<file path="src/rtl/bidr_pkg.sv">
package bidr_pkg;

    localparam int QDEPTH = 4;
    localparam int QAW    = $clog2(QDEPTH);

    localparam logic [1:0] ACT_PACKET     = 2'd0;
    localparam logic [1:0] ACT_CHUNK_SENT = 2'd1;
    localparam logic [1:0] ACT_TX_FAIL    = 2'd2;

    localparam logic [31:0] CMD_HELLO     = 32'h01;
    localparam logic [31:0] CMD_READ      = 32'h03;
    localparam logic [31:0] CMD_END       = 32'h04;
    localparam logic [31:0] CMD_DONE_RESP = 32'h06;
    localparam logic [31:0] CMD_DEV_READY = 32'h0B;

    localparam logic [31:0] LEN_HELLO     = 32'h30;
    localparam logic [31:0] LEN_READ      = 32'h14;
    localparam logic [31:0] PROTO_VERSION = 32'd2;

    localparam logic [26:0] MAX_REQUEST_RST = 27'h6000000;
    localparam logic [15:0] CHUNK_MAX       = 16'hFFFF;

    localparam logic CFG_IMAGE_SIZE  = 1'b0;
    localparam logic CFG_MAX_REQUEST = 1'b1;

    typedef enum logic [2:0] {
        KIND_HELLO,
        KIND_RESET,
        KIND_DONE,
        KIND_SWITCH,
        KIND_DATA
    } t_kind;

    typedef enum logic [2:0] {
        OP_HELLO,
        OP_RESET,
        OP_DONE,
        OP_SWITCH,
        OP_READ,
        OP_NEXT,
        OP_FAIL,
        OP_CLEAR
    } t_op;

    typedef struct packed {
        t_op         op;
        logic [31:0] word;
        logic [31:0] offset;
        logic [26:0] length;
        logic        range_ok;
    } t_cmd;

    typedef struct packed {
        logic valid;
        t_cmd cmd;
    } t_qhead;

    typedef struct packed {
        t_kind       kind;
        logic [31:0] echo_mode;
        logic [31:0] chunk_offset;
        logic [15:0] chunk_length;
        logic [31:0] chunk_image;
        logic        final_chunk;
    } t_result;

endpackage

</file>
<file path="src/rtl/bidr_in_if.sv">
interface bidr_in_if;
    logic        valid;
    logic        ready;
    logic [1:0]  action;
    logic [31:0] command_code;
    logic [31:0] packet_length;
    logic [31:0] payload_word0;
    logic [31:0] payload_word1;
    logic [31:0] payload_word2;
    logic [31:0] payload_word3;

    modport source (
        output valid, action, command_code, packet_length,
               payload_word0, payload_word1, payload_word2, payload_word3,
        input  ready
    );

    modport sink (
        input  valid, action, command_code, packet_length,
               payload_word0, payload_word1, payload_word2, payload_word3,
        output ready
    );
endinterface

</file>
<file path="src/rtl/bidr_out_if.sv">
interface bidr_out_if;
    logic        valid;
    logic        ready;
    logic [2:0]  send_kind;
    logic [31:0] echo_mode;
    logic [31:0] chunk_offset;
    logic [15:0] chunk_length;
    logic [31:0] chunk_image;
    logic        final_chunk;

    modport source (
        output valid, send_kind, echo_mode, chunk_offset, chunk_length,
               chunk_image, final_chunk,
        input  ready
    );

    modport sink (
        input  valid, send_kind, echo_mode, chunk_offset, chunk_length,
               chunk_image, final_chunk,
        output ready
    );
endinterface

</file>
<file path="src/rtl/boot_image_download_responder.sv">
// Host side of a chunked boot image download exchange.
// i_in carries one event per transaction: a received packet, a chunk-sent
// completion or a transmit failure. o_out carries the response to transmit
// (hello response, reset, done, switch mode or a data chunk descriptor).
// Events that call for no response produce no o_out transaction.
// The front stage classifies and range-checks each event against the
// image_size / max_request registers (i_cfg_*, index 0 and 1) and pushes a
// command into a 4-entry queue; the back stage owns the transfer state and
// the output register.
// An accepted event passes through the queue, then the output register.
// Throughput: one event per cycle, set by the back stage, absent a stall.
// Reset: config registers return to defaults, transfer state and image
// latch clear, the queue empties and o_out.valid drops.
// Output stall: the output register holds; the back stage stops, the queue
// absorbs up to 4 events, then i_in.ready falls.
module boot_image_download_responder (
    input  logic        i_clk,
    input  logic        i_rst_n,
    input  logic        i_cfg_we,
    input  logic        i_cfg_idx,
    input  logic [31:0] i_cfg_data,
    bidr_in_if.sink     i_in,
    bidr_out_if.source  o_out
);

    logic             q_full;
    logic             q_push;
    logic             q_pop;
    bidr_pkg::t_cmd   q_cmd;
    bidr_pkg::t_qhead q_head;

    bidr_front u_front (
        .i_clk      (i_clk),
        .i_rst_n    (i_rst_n),
        .i_cfg_we   (i_cfg_we),
        .i_cfg_idx  (i_cfg_idx),
        .i_cfg_data (i_cfg_data),
        .in_ch      (i_in),
        .i_q_full   (q_full),
        .o_push     (q_push),
        .o_cmd      (q_cmd)
    );

    bidr_queue u_queue (
        .i_clk   (i_clk),
        .i_rst_n (i_rst_n),
        .i_push  (q_push),
        .i_cmd   (q_cmd),
        .o_full  (q_full),
        .o_head  (q_head),
        .i_pop   (q_pop)
    );

    bidr_back u_back (
        .i_clk   (i_clk),
        .i_rst_n (i_rst_n),
        .i_head  (q_head),
        .o_pop   (q_pop),
        .out_ch  (o_out)
    );

    a_data_nonempty: assert property (@(posedge i_clk) disable iff (!i_rst_n)
        (o_out.valid && o_out.send_kind == bidr_pkg::KIND_DATA)
            |-> (o_out.chunk_length != '0))
        else $error("data chunk with zero length");

    a_final_is_data: assert property (@(posedge i_clk) disable iff (!i_rst_n)
        (o_out.valid && o_out.final_chunk)
            |-> (o_out.send_kind == bidr_pkg::KIND_DATA))
        else $error("final flag on non-data response");

    a_echo_only_hello: assert property (@(posedge i_clk) disable iff (!i_rst_n)
        (o_out.valid && o_out.send_kind != bidr_pkg::KIND_HELLO)
            |-> (o_out.echo_mode == '0))
        else $error("echo mode set on non-hello response");

    a_pop_when_queued: assert property (@(posedge i_clk) disable iff (!i_rst_n)
        q_pop |-> q_head.valid)
        else $error("pop from empty queue");

endmodule

</file>
<file path="src/rtl/bidr_front.sv">
module bidr_front (
    input  logic             i_clk,
    input  logic             i_rst_n,
    input  logic             i_cfg_we,
    input  logic             i_cfg_idx,
    input  logic [31:0]      i_cfg_data,
    bidr_in_if.sink          in_ch,
    input  logic             i_q_full,
    output logic             o_push,
    output bidr_pkg::t_cmd   o_cmd
);

    logic [31:0] r_image_size;
    logic [26:0] r_max_request;
    logic        keep;
    logic [32:0] end_sum;

    always_ff @(posedge i_clk) begin
        if (!i_rst_n) begin
            r_image_size  <= '0;
            r_max_request <= bidr_pkg::MAX_REQUEST_RST;
        end else if (i_cfg_we) begin
            unique case (i_cfg_idx)
                bidr_pkg::CFG_IMAGE_SIZE:  r_image_size  <= i_cfg_data;
                bidr_pkg::CFG_MAX_REQUEST: r_max_request <= i_cfg_data[26:0];
                default: ;
            endcase
        end
    end

    assign in_ch.ready = !i_q_full;
    assign end_sum = {1'b0, in_ch.payload_word1} + {1'b0, in_ch.payload_word2};

    always_comb begin
        keep          = 1'b0;
        o_cmd.op      = bidr_pkg::OP_RESET;
        o_cmd.word    = in_ch.payload_word0;
        o_cmd.offset  = in_ch.payload_word1;
        o_cmd.length  = in_ch.payload_word2[26:0];
        o_cmd.range_ok = (in_ch.payload_word2 <= {5'd0, r_max_request})
                      && (in_ch.payload_word1 < r_image_size)
                      && (end_sum <= {1'b0, r_image_size});
        unique case (in_ch.action)
            bidr_pkg::ACT_PACKET: begin
                unique case (in_ch.command_code)
                    bidr_pkg::CMD_HELLO: begin
                        keep       = (in_ch.packet_length == bidr_pkg::LEN_HELLO)
                                  && (in_ch.payload_word0 == bidr_pkg::PROTO_VERSION);
                        o_cmd.op   = bidr_pkg::OP_HELLO;
                        o_cmd.word = in_ch.payload_word3;
                    end
                    bidr_pkg::CMD_READ: begin
                        keep     = 1'b1;
                        o_cmd.op = (in_ch.packet_length == bidr_pkg::LEN_READ)
                                 ? bidr_pkg::OP_READ : bidr_pkg::OP_RESET;
                    end
                    bidr_pkg::CMD_END: begin
                        keep     = (in_ch.payload_word1 == '0);
                        o_cmd.op = bidr_pkg::OP_DONE;
                    end
                    bidr_pkg::CMD_DONE_RESP: begin
                        keep     = 1'b1;
                        o_cmd.op = bidr_pkg::OP_CLEAR;
                    end
                    bidr_pkg::CMD_DEV_READY: begin
                        keep     = 1'b1;
                        o_cmd.op = bidr_pkg::OP_SWITCH;
                    end
                    default: keep = 1'b0;
                endcase
            end
            bidr_pkg::ACT_CHUNK_SENT: begin
                keep     = 1'b1;
                o_cmd.op = bidr_pkg::OP_NEXT;
            end
            bidr_pkg::ACT_TX_FAIL: begin
                keep     = 1'b1;
                o_cmd.op = bidr_pkg::OP_FAIL;
            end
            default: keep = 1'b0;
        endcase
    end

    assign o_push = in_ch.valid && in_ch.ready && keep;

endmodule

</file>
<file path="src/rtl/bidr_queue.sv">
module bidr_queue (
    input  logic             i_clk,
    input  logic             i_rst_n,
    input  logic             i_push,
    input  bidr_pkg::t_cmd   i_cmd,
    output logic             o_full,
    output bidr_pkg::t_qhead o_head,
    input  logic             i_pop
);

    bidr_pkg::t_cmd          r_mem [bidr_pkg::QDEPTH];
    logic [bidr_pkg::QAW-1:0] r_wp, r_rp;
    logic [bidr_pkg::QAW:0]   r_cnt;

    assign o_full       = (r_cnt == (bidr_pkg::QAW+1)'(bidr_pkg::QDEPTH));
    assign o_head.valid = (r_cnt != '0);
    assign o_head.cmd   = r_mem[r_rp];

    always_ff @(posedge i_clk) begin
        if (i_push) begin
            r_mem[r_wp] <= i_cmd;
        end
    end

    always_ff @(posedge i_clk) begin
        if (!i_rst_n) begin
            r_wp  <= '0;
            r_rp  <= '0;
            r_cnt <= '0;
        end else begin
            if (i_push) begin
                r_wp <= r_wp + 1'b1;
            end
            if (i_pop) begin
                r_rp <= r_rp + 1'b1;
            end
            if (i_push && !i_pop) begin
                r_cnt <= r_cnt + 1'b1;
            end else if (i_pop && !i_push) begin
                r_cnt <= r_cnt - 1'b1;
            end
        end
    end

endmodule

</file>
<file path="src/rtl/bidr_back.sv">
module bidr_back (
    input  logic             i_clk,
    input  logic             i_rst_n,
    input  bidr_pkg::t_qhead i_head,
    output logic             o_pop,
    bidr_out_if.source       out_ch
);

    logic [31:0] r_offset, n_offset;
    logic [26:0] r_remain, n_remain;
    logic        r_active, n_active;
    logic        r_latched, n_latched;
    logic [31:0] r_image, n_image;
    logic        r_out_valid, n_out_valid;
    bidr_pkg::t_result r_out, n_out;

    logic [31:0] c_off, c_off_next;
    logic [26:0] c_rem, c_rem_next;
    logic        c_act;
    logic [15:0] c_len;
    logic        is_read;

    assign is_read    = (i_head.cmd.op == bidr_pkg::OP_READ);
    assign c_off      = is_read ? i_head.cmd.offset : r_offset;
    assign c_rem      = is_read ? i_head.cmd.length : r_remain;
    assign c_act      = is_read ? 1'b1 : r_active;
    assign c_len      = (c_rem < {11'd0, bidr_pkg::CHUNK_MAX}) ? c_rem[15:0]
                                                               : bidr_pkg::CHUNK_MAX;
    assign c_rem_next = c_rem - {11'd0, c_len};
    assign c_off_next = c_off + {16'd0, c_len};

    assign o_pop = i_head.valid && (!r_out_valid || out_ch.ready);

    always_comb begin
        n_offset    = r_offset;
        n_remain    = r_remain;
        n_active    = r_active;
        n_latched   = r_latched;
        n_image     = r_image;
        n_out_valid = r_out_valid && !out_ch.ready;
        n_out       = r_out;
        if (o_pop) begin
            n_out      = '0;
            n_out.kind = bidr_pkg::KIND_RESET;
            unique case (i_head.cmd.op) inside
                bidr_pkg::OP_HELLO: begin
                    n_out_valid     = 1'b1;
                    n_out.kind      = bidr_pkg::KIND_HELLO;
                    n_out.echo_mode = i_head.cmd.word;
                end
                bidr_pkg::OP_RESET: begin
                    n_out_valid = 1'b1;
                end
                bidr_pkg::OP_DONE: begin
                    n_out_valid = 1'b1;
                    n_out.kind  = bidr_pkg::KIND_DONE;
                end
                bidr_pkg::OP_SWITCH: begin
                    n_out_valid = 1'b1;
                    n_out.kind  = bidr_pkg::KIND_SWITCH;
                end
                bidr_pkg::OP_READ, bidr_pkg::OP_NEXT: begin
                    if (is_read && !r_latched) begin
                        n_latched = 1'b1;
                        n_image   = i_head.cmd.word;
                    end
                    if (is_read && !i_head.cmd.range_ok) begin
                        n_out_valid = 1'b1;
                    end else begin
                        n_offset = c_off;
                        n_remain = c_rem;
                        n_active = c_act;
                        if (c_act && (c_rem != '0)) begin
                            n_offset           = c_off_next;
                            n_remain           = c_rem_next;
                            n_active           = (c_rem_next != '0);
                            n_out_valid        = 1'b1;
                            n_out.kind         = bidr_pkg::KIND_DATA;
                            n_out.chunk_offset = c_off;
                            n_out.chunk_length = c_len;
                            n_out.chunk_image  = n_image;
                            n_out.final_chunk  = (c_rem_next == '0);
                        end
                    end
                end
                bidr_pkg::OP_FAIL: begin
                    n_active = 1'b0;
                end
                bidr_pkg::OP_CLEAR: begin
                    n_active  = 1'b0;
                    n_offset  = '0;
                    n_remain  = '0;
                    n_latched = 1'b0;
                    n_image   = '0;
                end
                default: ;
            endcase
        end
    end

    always_ff @(posedge i_clk) begin
        if (!i_rst_n) begin
            r_offset    <= '0;
            r_remain    <= '0;
            r_active    <= 1'b0;
            r_latched   <= 1'b0;
            r_image     <= '0;
            r_out_valid <= 1'b0;
        end else begin
            r_offset    <= n_offset;
            r_remain    <= n_remain;
            r_active    <= n_active;
            r_latched   <= n_latched;
            r_image     <= n_image;
            r_out_valid <= n_out_valid;
        end
    end

    always_ff @(posedge i_clk) begin
        r_out <= n_out;
    end

    assign out_ch.valid        = r_out_valid;
    assign out_ch.send_kind    = r_out.kind;
    assign out_ch.echo_mode    = r_out.echo_mode;
    assign out_ch.chunk_offset = r_out.chunk_offset;
    assign out_ch.chunk_length = r_out.chunk_length;
    assign out_ch.chunk_image  = r_out.chunk_image;
    assign out_ch.final_chunk  = r_out.final_chunk;

endmodule

</file>
<file path="src/flat_wrapper.sv">
// flat-port wrapper written by rule: the top's interface ports become plain ports
module boot_image_download_responder_flat 
  (i_clk, i_rst_n, i_cfg_we, i_cfg_idx, i_cfg_data, i_in_valid, i_in_action, i_in_command_code, i_in_packet_length, i_in_payload_word0, i_in_payload_word1, i_in_payload_word2, i_in_payload_word3, i_in_ready, o_out_valid, o_out_send_kind, o_out_echo_mode, o_out_chunk_offset, o_out_chunk_length, o_out_chunk_image, o_out_final_chunk, o_out_ready);
  bidr_in_if i_in_i ();
  bidr_out_if o_out_i ();
  input  logic i_clk;
  input  logic i_rst_n;
  input  logic i_cfg_we;
  input  logic i_cfg_idx;
  input  logic [31:0] i_cfg_data;
  input wire logic [$bits(i_in_i.valid)-1:0] i_in_valid;
  input wire logic [$bits(i_in_i.action)-1:0] i_in_action;
  input wire logic [$bits(i_in_i.command_code)-1:0] i_in_command_code;
  input wire logic [$bits(i_in_i.packet_length)-1:0] i_in_packet_length;
  input wire logic [$bits(i_in_i.payload_word0)-1:0] i_in_payload_word0;
  input wire logic [$bits(i_in_i.payload_word1)-1:0] i_in_payload_word1;
  input wire logic [$bits(i_in_i.payload_word2)-1:0] i_in_payload_word2;
  input wire logic [$bits(i_in_i.payload_word3)-1:0] i_in_payload_word3;
  output wire logic [$bits(i_in_i.ready)-1:0] i_in_ready;
  output wire logic [$bits(o_out_i.valid)-1:0] o_out_valid;
  output wire logic [$bits(o_out_i.send_kind)-1:0] o_out_send_kind;
  output wire logic [$bits(o_out_i.echo_mode)-1:0] o_out_echo_mode;
  output wire logic [$bits(o_out_i.chunk_offset)-1:0] o_out_chunk_offset;
  output wire logic [$bits(o_out_i.chunk_length)-1:0] o_out_chunk_length;
  output wire logic [$bits(o_out_i.chunk_image)-1:0] o_out_chunk_image;
  output wire logic [$bits(o_out_i.final_chunk)-1:0] o_out_final_chunk;
  input wire logic [$bits(o_out_i.ready)-1:0] o_out_ready;
  assign i_in_i.valid = i_in_valid;
  assign i_in_i.action = i_in_action;
  assign i_in_i.command_code = i_in_command_code;
  assign i_in_i.packet_length = i_in_packet_length;
  assign i_in_i.payload_word0 = i_in_payload_word0;
  assign i_in_i.payload_word1 = i_in_payload_word1;
  assign i_in_i.payload_word2 = i_in_payload_word2;
  assign i_in_i.payload_word3 = i_in_payload_word3;
  assign i_in_ready = i_in_i.ready;
  assign o_out_valid = o_out_i.valid;
  assign o_out_send_kind = o_out_i.send_kind;
  assign o_out_echo_mode = o_out_i.echo_mode;
  assign o_out_chunk_offset = o_out_i.chunk_offset;
  assign o_out_chunk_length = o_out_i.chunk_length;
  assign o_out_chunk_image = o_out_i.chunk_image;
  assign o_out_final_chunk = o_out_i.final_chunk;
  assign o_out_i.ready = o_out_ready;
  boot_image_download_responder u_core (.i_clk(i_clk), .i_rst_n(i_rst_n), .i_cfg_we(i_cfg_we), .i_cfg_idx(i_cfg_idx), .i_cfg_data(i_cfg_data), .i_in(i_in_i), .o_out(o_out_i));
endmodule
</file>
<file path="config.mk">
export PLATFORM = sky130hd
export DESIGN_NAME = boot_image_download_responder_flat
export DESIGN_NICKNAME = d
export VERILOG_FILES = /design/src/rtl/bidr_pkg.sv /design/src/rtl/bidr_in_if.sv /design/src/rtl/bidr_out_if.sv /design/src/rtl/boot_image_download_responder.sv /design/src/rtl/bidr_front.sv /design/src/rtl/bidr_queue.sv /design/src/rtl/bidr_back.sv /design/src/flat_wrapper.sv
export SDC_FILE = /design/constraint.sdc
export NUM_CORES = 1
export LEC_CHECK = 0
export BUFFER_PORTS_ARGS = -buffer_cell sky130_fd_sc_hd__buf_2
export CAP_MARGIN = 5
export CORE_UTILIZATION = 50
export CTS_CLUSTER_DIAMETER = 80
export DETAILED_ROUTE_END_ITERATION = 7
export PLACE_DENSITY = 0.73
export SETUP_SLACK_MARGIN = 0.05
export SLEW_MARGIN = 30
export SYNTH_ARGS = -nofsm -noshare
export SYNTH_HDL_FRONTEND = slang
export SYNTH_SLANG_ARGS = --single-unit
export TNS_END_PERCENT = 20
</file>
<file path="constraint.sdc">
create_clock -name i_clk -period 19.85 [get_ports i_clk]
set_input_delay 0 -clock i_clk [delete_from_list [all_inputs] [get_ports i_clk]]
set_output_delay 0 -clock i_clk [all_outputs]
set_load 0.1 [all_outputs]
</file>
==> results of run 1 <==
==> where the power goes <==
| part | internal, W | total (W) | leakage [nW] | switching, W |
|---|---|---|---|---|
| logic | 0.000720 | 0.00268 | 6.98 | 0.00196 |
| registers | 0.00170 | 0.00180 | 5.94 | 0.0000951 |
| clock network | 0.000712 | 0.00126 | 1.07 | 0.000546 |
==> through the flow <==
step / hold WS, ns / util
floorplan: 0.09887 / -
global placement: 0.2495 / 0.5468
detailed placement: 0.2604 / 0.5474
global route: 0.07530 / 0.6105
finish: 0.05350 / 0.6105
CTS: 0.001462 / 0.6103
==> flip-flops by register name, summed over array words and instances (netlist names), 3 cells and up, named ones only <==
name / cells
u_core.u_back.out_ch.chunk_offset: 32
u_core.u_back.r_offset: 32
u_core.u_queue.r_mem: 380
u_core.u_back.out_ch.echo_mode: 32
u_core.u_front.r_max_request: 27
u_core.u_front.r_image_size: 32
u_core.u_queue.r_cnt: 3
u_core.u_back.out_ch.chunk_length: 16
u_core.u_back.r_remain: 27
u_core.u_back.r_image: 32
u_core.u_back.out_ch.chunk_image: 32
u_core.u_back.out_ch.send_kind: 3
==> cells in the final DEF, fill, tap and decap left out, types with 43 or more instances in the layout <==
cell type,Yosys,final
sky130_fd_sc_hd__edfxtp_1,496,496
sky130_fd_sc_hd__buf_2,14,348
sky130_fd_sc_hd__nand2_1,306,305
sky130_fd_sc_hd__dlygate4sd3_1,0,176
sky130_fd_sc_hd__dfxtp_1,162,160
sky130_fd_sc_hd__ha_1,146,146
sky130_fd_sc_hd__a21oi_1,123,122
sky130_fd_sc_hd__nor2_1,114,113
sky130_fd_sc_hd__inv_1,98,97
sky130_fd_sc_hd__mux4_2,95,95
sky130_fd_sc_hd__nor2b_1,85,84
sky130_fd_sc_hd__o21ai_0,79,79
sky130_fd_sc_hd__clkbuf_16,0,69
sky130_fd_sc_hd__mux2i_1,64,64
sky130_fd_sc_hd__a22oi_1,63,63
sky130_fd_sc_hd__a21boi_0,62,62
sky130_fd_sc_hd__xnor2_1,51,51
sky130_fd_sc_hd__a21o_1,49,49
sky130_fd_sc_hd__and2_1,52,47
sky130_fd_sc_hd__mux2_2,43,43
==> timing repair <==
| item | in CTS | in global routing |
|---|---|---|
| buffers inserted | 0 | 0 |
| hold buffers | 176 | 0 |
| endpoints found under the hold margin | 439 | 0 |
==> metal layers <==
metal  global-route usage  vias to the layer above  wire, um
li1                     -                    10545         -
met1               0.3393                    11089     35600
met2               0.4491                      922     42370
met3              0.03848                      146      5486
met4              0.09312                        0      2461
met5                    0                        -         0
==> worst min-delay path, delay by kind of cell <==
kind | cells | cell delay [ns]
AO/OA/AOI/OAI | 1 | 0.18
AND/OR/NAND/NOR | 2 | 0.18
buffers and inverters | 1 | 0.13
==> worst paths after layout <==
path / end / slack [ns]
max reg2reg: u_core.u_back.r_offset[30]$_SDFFE_PN0P_ / 11.24
min reg2reg: u_core.u_back.r_offset[28]$_SDFFE_PN0P_ / 0.46
max: u_core.u_back.r_offset[30]$_SDFFE_PN0P_ / 11.24
min: u_core.u_queue.r_mem[2][94]$_DFFE_PP_ / 0.05
==> layout make-up <==
cell class / instances / area (um2)
diodes: 1 / 2.502
repair buffers: 555 / 3760
multi-input cells: 1675 / 12910
clock buffers: 97 / 1922
inverters: 98 / 370.4
clock inverters: 28 / 279.0
well taps: 846 / 1059
flip-flops and latches: 658 / 18140
fillers: 4773 / 24520
==> cells by family (layout without fill, tap and decap cells) <==
| logic type | after synthesis | in the layout | share of synthesized area |
|---|---|---|---|
| mux | 207 | 207 | 0.1045 |
| simple gates | 752 | 752 | 0.1172 |
| buf+inv | 215 | 778 | 0.02777 |
| other cells | 0 | 1 | 0 |
| flops | 658 | 658 | 0.5693 |
| compound gates | 490 | 490 | 0.1009 |
| fa+ha+maj | 149 | 149 | 0.05922 |
| xor+xnor | 77 | 77 | 0.02117 |
==> out/qor_table.md, run 1 <==
| Stage | Result | Reported |
|:---|:---|:---|
| detailed routing | Number of nets with antenna violations after routing | 0 |
| clock network | Cts bufs inserted | 69 |
| yosys | Post-synthesis register bit count | 658 |
| clock network | CTS Sinks | 658 |
| setup path | Worst path bufs/invs | 4 |
| detailed routing | Number of violations reported at the end of detailed-routing iteration 0 | 1703 |
| global routing | Number of global-route vias before repair | 22552 |
| place | Placed cell count | 3656 |
| cells and area | Design area | 38440 um2 |
| clock network | # resized after CTS | 0 |
| global routing | Maximum number of pins on one net before global-route repair | 81 |
| sta | Pins over their slew limit | 0 |
| setup path | CP Depth | 21 |
| setup path | Critical-path cell list | buf_4 -> mux4_2 -> nor3b_4 -> buf_4 -> buf_4 -> mux2i_1 -> nor4b_4 -> a211oi_4 -> buf_4 -> nand2_1 -> ha_1 -> a2111oi_0 -> o31ai_1 -> a21oi_1 -> o21ai_0 -> a21oi_1 -> o21ai_0 -> nand3_1 -> or4b_1 -> xnor2_1 -> o21ai_1 |
| yosys | Top cells by area, synth | sky130_fd_sc_hd__edfxtp_1 (47%), sky130_fd_sc_hd__dfxtp_1 (10%), sky130_fd_sc_hd__mux4_2 (6.7%) |
| sta | Count of endpoints failing hold in the final timing report | 0 |
| cells and area | Number of nets in the layout | 3438 |
| die | Number of rows created at floorplan | 92 |
| clock network | Latest clock arrival within the worst-skew pair | 0.63 ns |
| die | Die width | 254.4 um |
| setup path | R2r worst-path depth | 21 |
| detailed routing | Total DRC errors in the routed layout | 1 |
| min path | Number of cells traversed by the worst hold path | 4 |
| yosys | Area of the mapped netlist | 31860 um2 |
| sta | Crit share post-route | 0.4339 |
| global routing | Initial antenna violation count | 1 |
| clock network | Max clock buf depth | 3 |
| die | Initial Utilization | 0.5060 |
| yosys | Biggest area consumer among synthesized cells | sky130_fd_sc_hd__edfxtp_1 |
| sta | Endpoints failing setup | 0 |
| detailed routing | Total detailed-routing wirelength | 85.92 mm |
| setup path | Arrival time at the worst endpoint | 9.11 ns |
| yosys | Average instance area after synthesis | 12.50 um2 |
| setup path | Cell at the slowest stage of the critical path | sky130_fd_sc_hd__dfxtp_4 |
| yosys | Count of flip-flops with a built-in enable after synthesis | 496 |
| detailed routing | DR vias | 22702 |
| place | Area post-placement | 34470 um2 |
| clock network | TritonCTS clock tree | yes |
| clock network | CTS Root Cell | sky130_fd_sc_hd__clkbuf_16 |
| global routing | Leftover overflow at the end of global routing | 0 |
| setup path | Critical Path Start Type | flop |
| run status | Violated checks | design-rule violations |
| die | Core region area | 62970 um2 |
| sta | Final critical path time including I/O delays and setup | 8.614 ns |
| cells and area | Number of standard cells in the final layout excluding fillers | 3958 |
| die | Number of ports placed on the die boundary | 350 |
| yosys | Share of synthesized area occupied by flip-flops and latches | 0.5693 |
| place | RD Place Congestion | 0.9006 |
| setup path | Type of the worst setup path | flop to flop |
| setup path | Critical path's largest stage delay | 0.82 ns |
| place | DP Wirelength | 58.94 mm |
| clock network | H-tree lvl count | 3 |
| flow run | Max-Cap Viols | 0 |
| sta | TNS Setup | 0 ns |
| yosys | Cell types with the highest counts after synthesis | sky130_fd_sc_hd__edfxtp_1 (496), sky130_fd_sc_hd__nand2_1 (306), sky130_fd_sc_hd__dfxtp_1 (162), sky130_fd_sc_hd__ha_1 (146), sky130_fd_sc_hd__a21oi_1 (123) |
| place | Placement Setup Slack | 11.18 ns |
| yosys | Number of distinct library cell variants in the gate-level netlist after synthesis | 92 |
| setup path | Worst path most repeated cell | sky130_fd_sc_hd__buf_4 |
| die | Die ar. | 64730 um2 |
| detailed routing | First-pass DRT Iterations | 7 |
| place | Total of buffers placed on input and output ports | 349 |
| yosys | Number of warnings issued by yosys | 0 |
| yosys | Most repeated cell in the gate-level netlist after synthesis | sky130_fd_sc_hd__edfxtp_1 |
| cells and area | Synthesis-to-finish area growth | 20.67% |
| sta | Worst clock skew | 0.03218 ns |
| setup path | Worst endpoint required time | 20.34 ns |
| yosys | Share of flip-flops with an asynchronous set or reset | 0 |
| min path | HP Class | input pin to flop |
| global routing | Global-route wire length before repair | 128.7 mm |
| global routing | Overall track demand over capacity in global routing | 0.2623 |
| cells and area | Layout cell share with drive strength beyond 1 | 0.2150 |
| pwr | Power, Total | 0.005742 W |
| detailed routing | Routed via count divided by cell count | 5.736 |
| pwr | Worst-case vdd ir drop | 0.08210 mV |
| sta | Pin slew with the least headroom to its limit | 1.003 ns |
| min path | Hold_sp | i_in_command_code[3] |
| sta | Unrepaired setup endpoints after global routing | no |
| run status | Run status | finished, violations left |
| sta | Max Fclk | 116.1 MHz |
| yosys | Primary FF master, synth | sky130_fd_sc_hd__edfxtp_1 |
| yosys | Count of mapped cells out of synthesis | 2548 |
| setup path | Dominant delay contributor by cell family on the critical path | buffers and inverters |
| setup path | Endpoint class of the critical path | flop |
| sta | Setup slack of the critical path after layout | 11.24 ns |
| yosys | Portion of synthesized cell area occupied by the leading cell type | 0.4675 |
| yosys | Synthesized netlist net count | 2929 |
| die | Y dimension of the die | 254.4 um |
| clock network | CTS clk-pin slew, worst paths | 0.06 ns |
| sta | Slew Limit Headroom | 0.3138 |
| setup path | Maximum fanout encountered on the critical timing path | 39 |
| pwr | Leakage | 13.99 nW |
| detailed routing | Average wire per cell in the routed design | 21.71 um |
| pwr | Power density over the cells | 149.4 nW/um2 |
No activity file was read; power rests on OpenSTA's default activity.
==> run 2, diff against run 1 <==
==> constraint.sdc (replaced) <==
create_clock -name i_clk -period 8.58 [get_ports i_clk]
set_input_delay 0 -clock i_clk [delete_from_list [all_inputs] [get_ports i_clk]]
set_output_delay 0 -clock i_clk [all_outputs]
set_load 0.1 [all_outputs]
==> run 2 against run 1 <==
  * The run still ends with design-rule violations left
  * Count of clock-buffer cells in the layout is 8 lower
  * Setup slack worse by 9.9 ns
  * Core utilization is 0.56 points higher
  * Non-clock buffer count is 12 higher
  * Critical path depth is 2 lower
  * Largest cell class unchanged
  * Die area stayed put
  * Sequential power is 130% higher
  * Clock skew is 0.0063 ns lower
==> out/qor_table.md, run 2 (same netlist as run 1, synthesis figures left out) <==
| Stage | Result | Reported | Change |
|:---|:---|:---|:---|
| run status | Run status | finished, violations left |  |
| run status | Violated checks | design-rule violations |  |
| detailed routing | First-pass DRT Iterations | 8 | +1 |
| detailed routing | Average wire per cell in the routed design | 21.82 um | +0.53% |
| pwr | Power density over the cells | 350.0 nW/um2 | +130% |
| detailed routing | Routed via count divided by cell count | 5.716 | -0.34% |
| clock network | CTS Sinks | 658 | unchanged |
| min path | HP Class | input pin to flop |  |
| detailed routing | Wire length on met2 | 43.19 mm | +1.9% |
| flow run | Max-Cap Viols | 0 | unchanged |
| cells and area | Synthesis-to-finish area growth | 21.78% |  |
| sta | Max Fclk | 137.3 MHz | +18% |
| clock network | # resized after CTS | 0 | unchanged |
| die | Die ar. | 64730 um2 | unchanged |
| cells and area | Number of standard cells in the final layout excluding fillers | 3971 | +0.33% |
| pwr | Leakage | 14.12 nW | +0.96% |
| sta | Endpoints failing setup | 0 | unchanged |
| cells and area | Layout cell share with drive strength beyond 1 | 0.2190 | +0.003907 |
| global routing | Initial antenna violation count | 1 | unchanged |
| sta | Pins over their slew limit | 0 | unchanged |
| clock network | H-tree lvl count | 3 | unchanged |
| place | RD Place Congestion | 0.9013 | about the same |
| global routing | Maximum number of pins on one net before global-route repair | 100 | +23% |
| global routing | Leftover overflow at the end of global routing | 0 | unchanged |
| sta | TNS Setup | 0 ns | unchanged |
| die | Y dimension of the die | 254.4 um | unchanged |
| cells and area | Final design utilization | 0.6162 | +0.005623 |
| detailed routing | Total DRC errors in the routed layout | 1 | unchanged |
| die | Die width | 254.4 um | unchanged |
| sta | Count of endpoints failing hold in the final timing report | 0 | unchanged |
| sta | Hold slack | 0.06043 ns | +0.006924 ns |
| cells and area | Reg with most FFs | u_core.u_queue.r_mem |  |
| die | Number of rows created at floorplan | 92 | unchanged |
| clock network | Post-CTS setup repair buffer count | 0 | unchanged |
| sta | Crit share post-route | 0.8490 | +0.4151 |
| clock network | Latest clock arrival within the worst-skew pair | 0.62 ns | about the same |
| place | DP Wirelength | 59.18 mm | +0.40% |
| cells and area | Most frequent cells in the layout | sky130_fd_sc_hd__edfxtp_1 (496), sky130_fd_sc_hd__buf_2 (348), sky130_fd_sc_hd__nand2_1 (305) |  |
| global routing | Overall track demand over capacity in global routing | 0.2674 | +0.005120 |
| detailed routing | Amount of wire on met3 after detailed routing | 5.221 mm | -4.8% |
| cells and area | Flip-flop count of the largest register after layout | 380 | unchanged |
| setup path | Endpoint class of the critical path | flop |  |
| setup path | Arrival time at the worst endpoint | 7.76 ns | -1.35 ns |
| clock network | CTS Root Cell | sky130_fd_sc_hd__clkbuf_16 |  |
| die | Number of ports placed on the die boundary | 350 | unchanged |
| setup path | R2r worst-path depth | 19 | -9.5% |
| sta | Unrepaired setup endpoints after global routing | no |  |
| place | Total of buffers placed on input and output ports | 349 | unchanged |
| cells and area | Number of nets in the layout | 3450 | +0.35% |
| setup path | Worst setup path end | u_core.u_back.r_offset[30]$_SDFFE_PN0P_ |  |
| pwr | Power, Total | 0.01358 W | +140% |
| sta | Slew Limit Headroom | 0.3426 | +0.02877 |
| detailed routing | Uppermost layer routed | met4 |  |
| setup path | Worst endpoint required time | 9.06 ns | -11.28 ns |
| detailed routing | Number of nets with antenna violations after routing | 0 | unchanged |
| detailed routing | Total detailed-routing wirelength | 86.67 mm | +0.86% |
| sta | Worst clock skew | 0.02583 ns | -0.006347 ns |
| setup path | Maximum fanout encountered on the critical timing path | 23 | -41% |
| die | Initial Utilization | 0.5060 | unchanged |
| global routing | Number of global-route vias before repair | 22987 | +1.9% |
| clock network | Max clock buf depth | 3 | unchanged |
| sta | Final critical path time including I/O delays and setup | 7.285 ns | -1.329 ns |
| setup path | Critical Path Start Type | flop |  |
| detailed routing | Post-Route M1 WL | 35.83 mm | +0.63% |
| die | Core region area | 62970 um2 | unchanged |
| cells and area | Commonest non-fill, non-tap cell in the layout | sky130_fd_sc_hd__edfxtp_1 |  |
| detailed routing | DR vias | 22699 | -0.013% |
| clock network | TritonCTS clock tree | yes |  |
| min path | Hold_sp | i_in_command_code[3] |  |
| clock network | CTS clk-pin slew, worst paths | 0.06 ns | about the same |
| detailed routing | Number of violations reported at the end of detailed-routing iteration 0 | 1438 | -16% |
| setup path | Reg-to-reg setup timing slack | 1.30 ns | -9.94 ns |
| setup path | Endpoint of the worst-slack reg-to-reg timing path | u_core.u_back.r_offset[30]$_SDFFE_PN0P_ |  |
| clock network | Cts bufs inserted | 69 | unchanged |
| sta | Pin slew with the least headroom to its limit | 0.9771 ns | -0.02622 ns |
| setup path | Type of the worst setup path | flop to flop |  |
| clock network | Count of hold buffers inserted by post-cts repair | 180 | +2.3% |
| pwr | Worst-case vdd ir drop | 0.2162 mV | +160% |
| global routing | Global-route wire length before repair | 130.7 mm | +1.5% |
| place | Placed cell count | 3664 | +0.22% |
run 2: cell count changes in the layout (fill, tap and decap cells not counted), sizes merged:
cell,before,now
dlygate4sd3,176,180
clkinvlp,3,5
buf,379,387
bufinv,2,9
clkinv,16,19
inv,105,102
clkbuf,97,89
run 2: final cells by class:
cell class	instances	area [um2]
multi-input cells	1675	12910
flip-flops and latches	658	18140
repair buffers	567	3894
inverters	98	370.4
clock buffers	89	1916
fillers	4707	24170
clock inverters	37	505.5
well taps	846	1059
diodes	1	2.502
run 2: worst min-delay path by stage:
stage               slack [ns]                                       endpoint  depth (start not counted)
global route              0.05          u_core.u_queue.r_mem[3][94]$_DFFE_PP_                          4
detailed placement        0.26   u_core.u_front.r_image_size[31]$_SDFFE_PN0P_                          3
global placement          0.25  u_core.u_front.r_max_request[26]$_SDFFE_PN1P_                          3
finish                    0.06          u_core.u_queue.r_mem[2][94]$_DFFE_PP_                          4
CTS                      0.004          u_core.u_queue.r_mem[1][94]$_DFFE_PP_                          4
floorplan                  0.1          u_core.u_queue.r_mem[0][10]$_DFFE_PP_                          0
run 2: metrics by stage:
step	instance area, um2	worst slack (ns)
final	38800	1.295
after global routing	38800	0.8758
after CTS	38780	1.244
after detailed placement	34560	1.249
after global placement	34510	1.337
after floorplan	31860	2.328
run 2: power by group:
part / internal [W] / switching, W / leakage, nW
registers: 0.00394 / 0.000184 / 5.94
logic: 0.00170 / 0.00460 / 7.02
clock network: 0.00187 / 0.00128 / 1.16
total: 0.00751 / 0.00606 / 14.1
run 2: per-layer routing:
layer / global-route usage / vias up
li1: - / 10549
met1: 0.3399 / 11193
met2: 0.4619 / 817
met3: 0.04470 / 140
met4: 0.09225 / 0
met5: 0 / -
run 2: critical path, cell delays in order (launching register included):
cell	delay [ns]
sky130_fd_sc_hd__dfxtp_4	0.64
sky130_fd_sc_hd__mux4_2	0.71
sky130_fd_sc_hd__nor3b_4	0.69
sky130_fd_sc_hd__mux2i_1	0.46
sky130_fd_sc_hd__or3b_1	0.55
sky130_fd_sc_hd__a211oi_4	0.46
sky130_fd_sc_hd__buf_4	0.33
sky130_fd_sc_hd__nand2_1	0.08
sky130_fd_sc_hd__ha_1	0.42
sky130_fd_sc_hd__o21a_1	0.14
sky130_fd_sc_hd__o21ai_0	0.10
sky130_fd_sc_hd__o31ai_1	0.23
sky130_fd_sc_hd__a21oi_1	0.13
sky130_fd_sc_hd__o21ai_0	0.30
sky130_fd_sc_hd__a21oi_1	0.13
sky130_fd_sc_hd__o21ai_0	0.53
sky130_fd_sc_hd__nand3_1	0.37
sky130_fd_sc_hd__or4b_1	0.61
sky130_fd_sc_hd__xnor2_1	0.16
sky130_fd_sc_hd__o21ai_1	0.08
